File: config.mk
export PLATFORM = sky130hd
export DESIGN_NAME = pwl_divider
export DESIGN_NICKNAME = d
export VERILOG_FILES = /design/src/sv/pwl_pkg.sv /design/src/sv/pwl_divider.sv
export SDC_FILE = /design/constraint.sdc
export NUM_CORES = 1
export LEC_CHECK = 0
export BUFFER_PORTS_ARGS = -buffer_cell sky130_fd_sc_hd__buf_2
export CAP_MARGIN = 40
export CORE_ASPECT_RATIO = 1.4
export CORE_MARGIN = 1
export CORE_UTILIZATION = 59
export DETAILED_ROUTE_END_ITERATION = 16
export GPL_TIMING_DRIVEN = 0
export PLACE_DENSITY = 0.89
export REMOVE_ABC_BUFFERS = 1
export SLEW_MARGIN = 15
export SYNTH_ARGS = -nofsm -noshare
export SYNTH_HDL_FRONTEND = slang
export SYNTH_SLANG_ARGS = --single-unit
File: constraint.sdc
create_clock -name clk_i -period 4.5 [get_ports clk_i]
set_input_delay 0 -clock clk_i [delete_from_list [all_inputs] [get_ports clk_i]]
set_output_delay 0 -clock clk_i [all_outputs]
set_load 0.005 [all_outputs]
File: src/sv/pwl_pkg.sv
// ----------------------------------------------------------------------------
// pwl_pkg
// Shared types and codes of the piecewise linear lookup core.
// ----------------------------------------------------------------------------
`default_nettype none

package pwl_pkg;

  localparam int unsigned ValW = 32;
  localparam int unsigned ProdW = 64;

  typedef logic [1:0] status_t;
  localparam status_t StatusOk    = 2'd0;
  localparam status_t StatusBelow = 2'd1;
  localparam status_t StatusAbove = 2'd2;

  typedef logic signed [ValW-1:0] val_t;

  typedef struct packed {
    logic             start;
    logic [ProdW-1:0] dividend;
    logic [ValW:0]    divisor;
  } div_req_t;

  typedef struct packed {
    logic             done;
    logic [ProdW-1:0] quotient;
  } div_rsp_t;

endpackage

`default_nettype wire

File: src/sv/pwl_divider.sv
// ----------------------------------------------------------------------------
// pwl_divider
// Restoring unsigned divider, one quotient bit per cycle.
// ----------------------------------------------------------------------------
`default_nettype none

module pwl_divider import pwl_pkg::*; (
  input  wire logic     clk_i,
  input  wire logic     rst_ni,
  input  wire div_req_t req_i,
  output div_rsp_t      rsp_o
);

  localparam int unsigned CntW = $clog2(ProdW);

  logic [ProdW-1:0] quo_q, quo_d;
  logic [ValW:0]    rem_q, rem_d;
  logic [ValW:0]    dsr_q, dsr_d;
  logic [CntW-1:0]  cnt_q, cnt_d;
  logic             busy_q, busy_d;
  logic             done_q, done_d;
  logic [ValW+1:0]  trial;

  always_comb begin
    quo_d  = quo_q;
    rem_d  = rem_q;
    dsr_d  = dsr_q;
    cnt_d  = cnt_q;
    busy_d = busy_q;
    done_d = 1'b0;
    trial  = {rem_q, quo_q[ProdW-1]} - {1'b0, dsr_q};
    if (req_i.start) begin
      quo_d  = req_i.dividend;
      rem_d  = '0;
      dsr_d  = req_i.divisor;
      cnt_d  = '0;
      busy_d = 1'b1;
    end else if (busy_q) begin
      if (!trial[ValW+1]) begin
        rem_d = trial[ValW:0];
        quo_d = {quo_q[ProdW-2:0], 1'b1};
      end else begin
        rem_d = {rem_q[ValW-1:0], quo_q[ProdW-1]};
        quo_d = {quo_q[ProdW-2:0], 1'b0};
      end
      cnt_d = cnt_q + 1'b1;
      if (cnt_q == CntW'(ProdW - 1)) begin
        busy_d = 1'b0;
        done_d = 1'b1;
      end
    end
  end

  always_ff @(posedge clk_i or negedge rst_ni) begin
    if (!rst_ni) begin
      busy_q <= 1'b0;
      done_q <= 1'b0;
      cnt_q  <= '0;
    end else begin
      busy_q <= busy_d;
      done_q <= done_d;
      cnt_q  <= cnt_d;
    end
  end

  always_ff @(posedge clk_i) begin
    quo_q <= quo_d;
    rem_q <= rem_d;
    dsr_q <= dsr_d;
  end

  assign rsp_o.done     = done_q;
  assign rsp_o.quotient = quo_q;

endmodule

`default_nettype wire

==> flow_metrics.py <==
metrics = {
    "outcome": {
        "status": "completed",
    },
    "placed_design": {
        "numPortBuffers": 164,
        "dp_slack_ns": 1.23,
        "place_hpwl_mm": 12.8,
        "place_inst": 950,
        "gp_congestion": 0.944,
    },
    "yosys": {
        "synth_most_common_cell": "edfxtp_1",
        "ys_types": 65,
        "ys_seq_area_share_pct": 50.0,
        "yosys-top-cells-count": "97 x edfxtp_1, 67 x nor2_1, 64 x mux2_2, 44 x inv_1, 38 x a21oi_1",
        "yosysTopAreaCell": "edfxtp_1",
        "ys_seq_elements": 138,
        "synthTopCellsByArea": "edfxtp_1 39%, mux2_2 9.5%, dfxtp_1 8.8%",
        "synthFlopType": "edfxtp_1",
        "synth_warnings": 0,
        "synth_top_cell_area_share_pct": 38.6,
        "synth_area_um2": 7550,
        "synth-edff-count": 97,
        "syn_inst": 666,
        "syn_avg_cell_area_um2": 11.3,
        "synthArstFlopShare_pct": 5.80,
    },
    "die": {
        "die_area_um2": 13300,
        "core_area_um2": 12400,
        "fp.dieW_um": 97.6,
        "start_util_pct": 61.0,
        "io_pins": 165,
        "placementRows": 48,
        "dieHeight_um": 136,
    },
    "power": {
        "p_int_mw": 2.49,
        "p_comb_share_pct": 14.4,
        "clkPwrFrac_pct": 40.9,
        "leakage_nw": 4.27,
        "p_sw_share_pct": 27.3,
        "power.switching_mw": 0.931,
        "pwr-share-seq_pct": 44.7,
        "p_per_area_nw_per_um2": 339,
        "vdd_ir_drop_max_v": 0.000235,
    },
    "sta": {
        "maxSlewHeadroom_pct": 45.9,
        "min_period_ns": 3.42,
        "rsz0062_at_grt": "false",
        "finalWorstSetupSlack_ns": 1.08,
        "hold_viol": 0,
        "setup_violations": 0,
        "setup_tns_ns": 0,
        "max_freq_mhz": 292,
        "fin_crit_sh_pct": 76.1,
        "slew_viol_final": 0,
        "whs_ns": 0.0503,
        "skew_ns": 0.0128,
        "worst_slew_pin_slew_ns": 0.812,
    },
    "detailed_routing": {
        "via_per_inst": 6.29,
        "drcViolationCount": 0,
        "ant_nets": 0,
        "routed_wl_mm": 24.4,
        "post_drt_wl_per_cell_um": 22.5,
        "vias": 6804,
        "drt_iter0_markers": 705,
        "dr.pass1.iters": 6,
    },
    "critical_path": {
        "crit_slowest_cell": "xnor2_4",
        "crit_buf_inv": 2,
        "critical_path_arrival_ns": 3.74,
        "crit_path_end_kind": "flip-flop",
        "cp.required_ns": 4.82,
        "crit_path_max_fanout": 15,
        "cp-start-kind": "flip-flop",
        "critPathMaxStageDelay_ns": 0.56,
        "path_cells": "inv_1, ha_1, a21oi_1, o21ai_0, nand3_1, o2111ai_2, a31o_2, a221oi_4, xnor2_4, buf_16, mux2i_1, a211oi_1",
        "critPathKind": "reg2reg",
        "crit_family": "compound AO/OA/AOI/OAI gates",
    },
    "clocking": {
        "clk_latency_ns": 0.43,
        "cts_buffer_depth": 2,
        "htree_levels": 4,
        "cts_root_buffer": "clkbuf_16",
        "cts_setup_buffers": 0,
        "cts_tree": "built",
        "cts.sinks": 138,
        "cts_inserted_buffers": 17,
        "cts_hold_buf": 99,
        "path_clk_slew_ns": 0.07,
        "cts_resized": 0,
    },
    "finish": {
        "drive_above_1_share_pct": 30.3,
        "nets": 1054,
        "area_growth_pct": 33.7,
        "post-route-util_pct": 81.6,
        "instances_no_fill": 1081,
        "antennaDiodeCount": 0,
    },
    "global_routing": {
        "first_global_vias": 7168,
        "grt_max_degree": 80,
        "grt_pass1_wl_mm": 37.8,
        "grt-ovfl-total": 0,
        "antenna_found_initial": 0,
        "track_usage_pct": 37.2,
    },
    "run": {
        "maxCapViolCount": 0,
    },
    "min_path": {
        "hold_class": "in2reg",
    },
}
## per-layer routing
metal | vias to the layer above | share of wire (%) | GRT usage [%]
met5 | - | 0 | 0
met4 | 0 | 4.5 | 18.8
met3 | 111 | 9.0 | 10.3
met2 | 512 | 51 | 65.3
met1 | 3221 | 36 | 41.4
li1 | 2960 | - | -
## sequential cells by signal, indices dropped and copies added (netlist names)
name,flops
cnt_q,6
busy_q,1
rem_q,33
dsr_q,33
quo_q,64
done_q,1
## kinds of logic (layout without fill, tap and decap cells)
group                      count (synthesis)  after routing  share of synthesized area (%)
AOI/OAI and AO/OA                        140            140                           13.2
DFF                                      138            138                           50.0
adders and majority gates                 35             35                           5.90
and+or+nand+nor                          152            152                           9.73
buffers and inverters                     78            343                           4.19
xor gates and xnor gates                  31             31                           3.70
muxes                                     92             92                           13.3
## per-stage QoR
step / total power, mW / instance area (um^2)
after floorplan: 1.73 / 7400
after global placement: 1.89 / 8400
after detailed placement: 1.91 / 8540
after CTS: 3.33 / 10100
after global routing: 3.48 / 10100
final: 3.42 / 10100
## power groups by stage
stage,logic [mW],clock network [mW],registers [mW]
global route,0.518,1.43,1.53
floorplan,0.192,0,1.53
global placement,0.356,0,1.53
detailed placement,0.377,0,1.54
CTS,0.448,1.36,1.51
finish,0.492,1.40,1.53
## worst paths after layout
kind	startpoint	endpoint	slack (ns)	cells after the start
hold / removal	req_i[97]	dsr_q[22]	0.05	1
hold reg to reg	rem_q[15]	rem_q[15]	0.52	2
setup / recovery	dsr_q[6]	rem_q[7]	1.08	12
max in group asynchronous	rst_ni	busy_q	3.58	3
setup reg to reg	dsr_q[6]	rem_q[7]	1.08	12
min in group asynchronous	rst_ni	cnt_q[2]	0.59	3
## placed cells by master (no fill, tap or decap), types with 3 or more instances in the layout
| cell | count |
|---|---|
| edfxtp_1 | 97 |
| dlygate4sd3_1 | 99 |
| inv_1 | 43 |
| o2111ai_1 | 3 |
| o21bai_1 | 7 |
| a311oi_2 | 3 |
| buf_16 | 4 |
| a21o_1 | 9 |
| o21a_1 | 4 |
| a21oi_1 | 38 |
| o21ai_1 | 5 |
| xnor2_1 | 20 |
| dfrtp_1 | 7 |
| a211oi_1 | 29 |
| dfxtp_1 | 33 |
| nor2_1 | 67 |
| o21ai_0 | 12 |
| nand2b_4 | 3 |
| mux2i_1 | 28 |
| clkinv_4 | 3 |
| or2_1 | 3 |
| a31oi_1 | 5 |
| nand2_1 | 27 |
| nand2b_1 | 6 |
| o211ai_1 | 3 |
| or3_1 | 5 |
| inv_6 | 5 |
| nand4_1 | 8 |
| ha_1 | 34 |
| nand3_1 | 9 |
| buf_2 | 164 |
| clkbuf_16 | 17 |
| nor2b_1 | 5 |
| mux2_2 | 64 |
| nor3_1 | 7 |
| xor2_1 | 10 |
## cell type report
| class | instances | area [um^2] |
|---|---|---|
| multi-input cells | 450 | 3470 |
| fillers | 615 | 2280 |
| clock buffers | 17 | 425 |
| repair buffers | 268 | 1930 |
| clock inverters | 14 | 136 |
| well taps | 150 | 188 |
| flip-flops and latches | 138 | 3770 |
| inverters | 44 | 168 |
(Power assumes the default switching activity.)
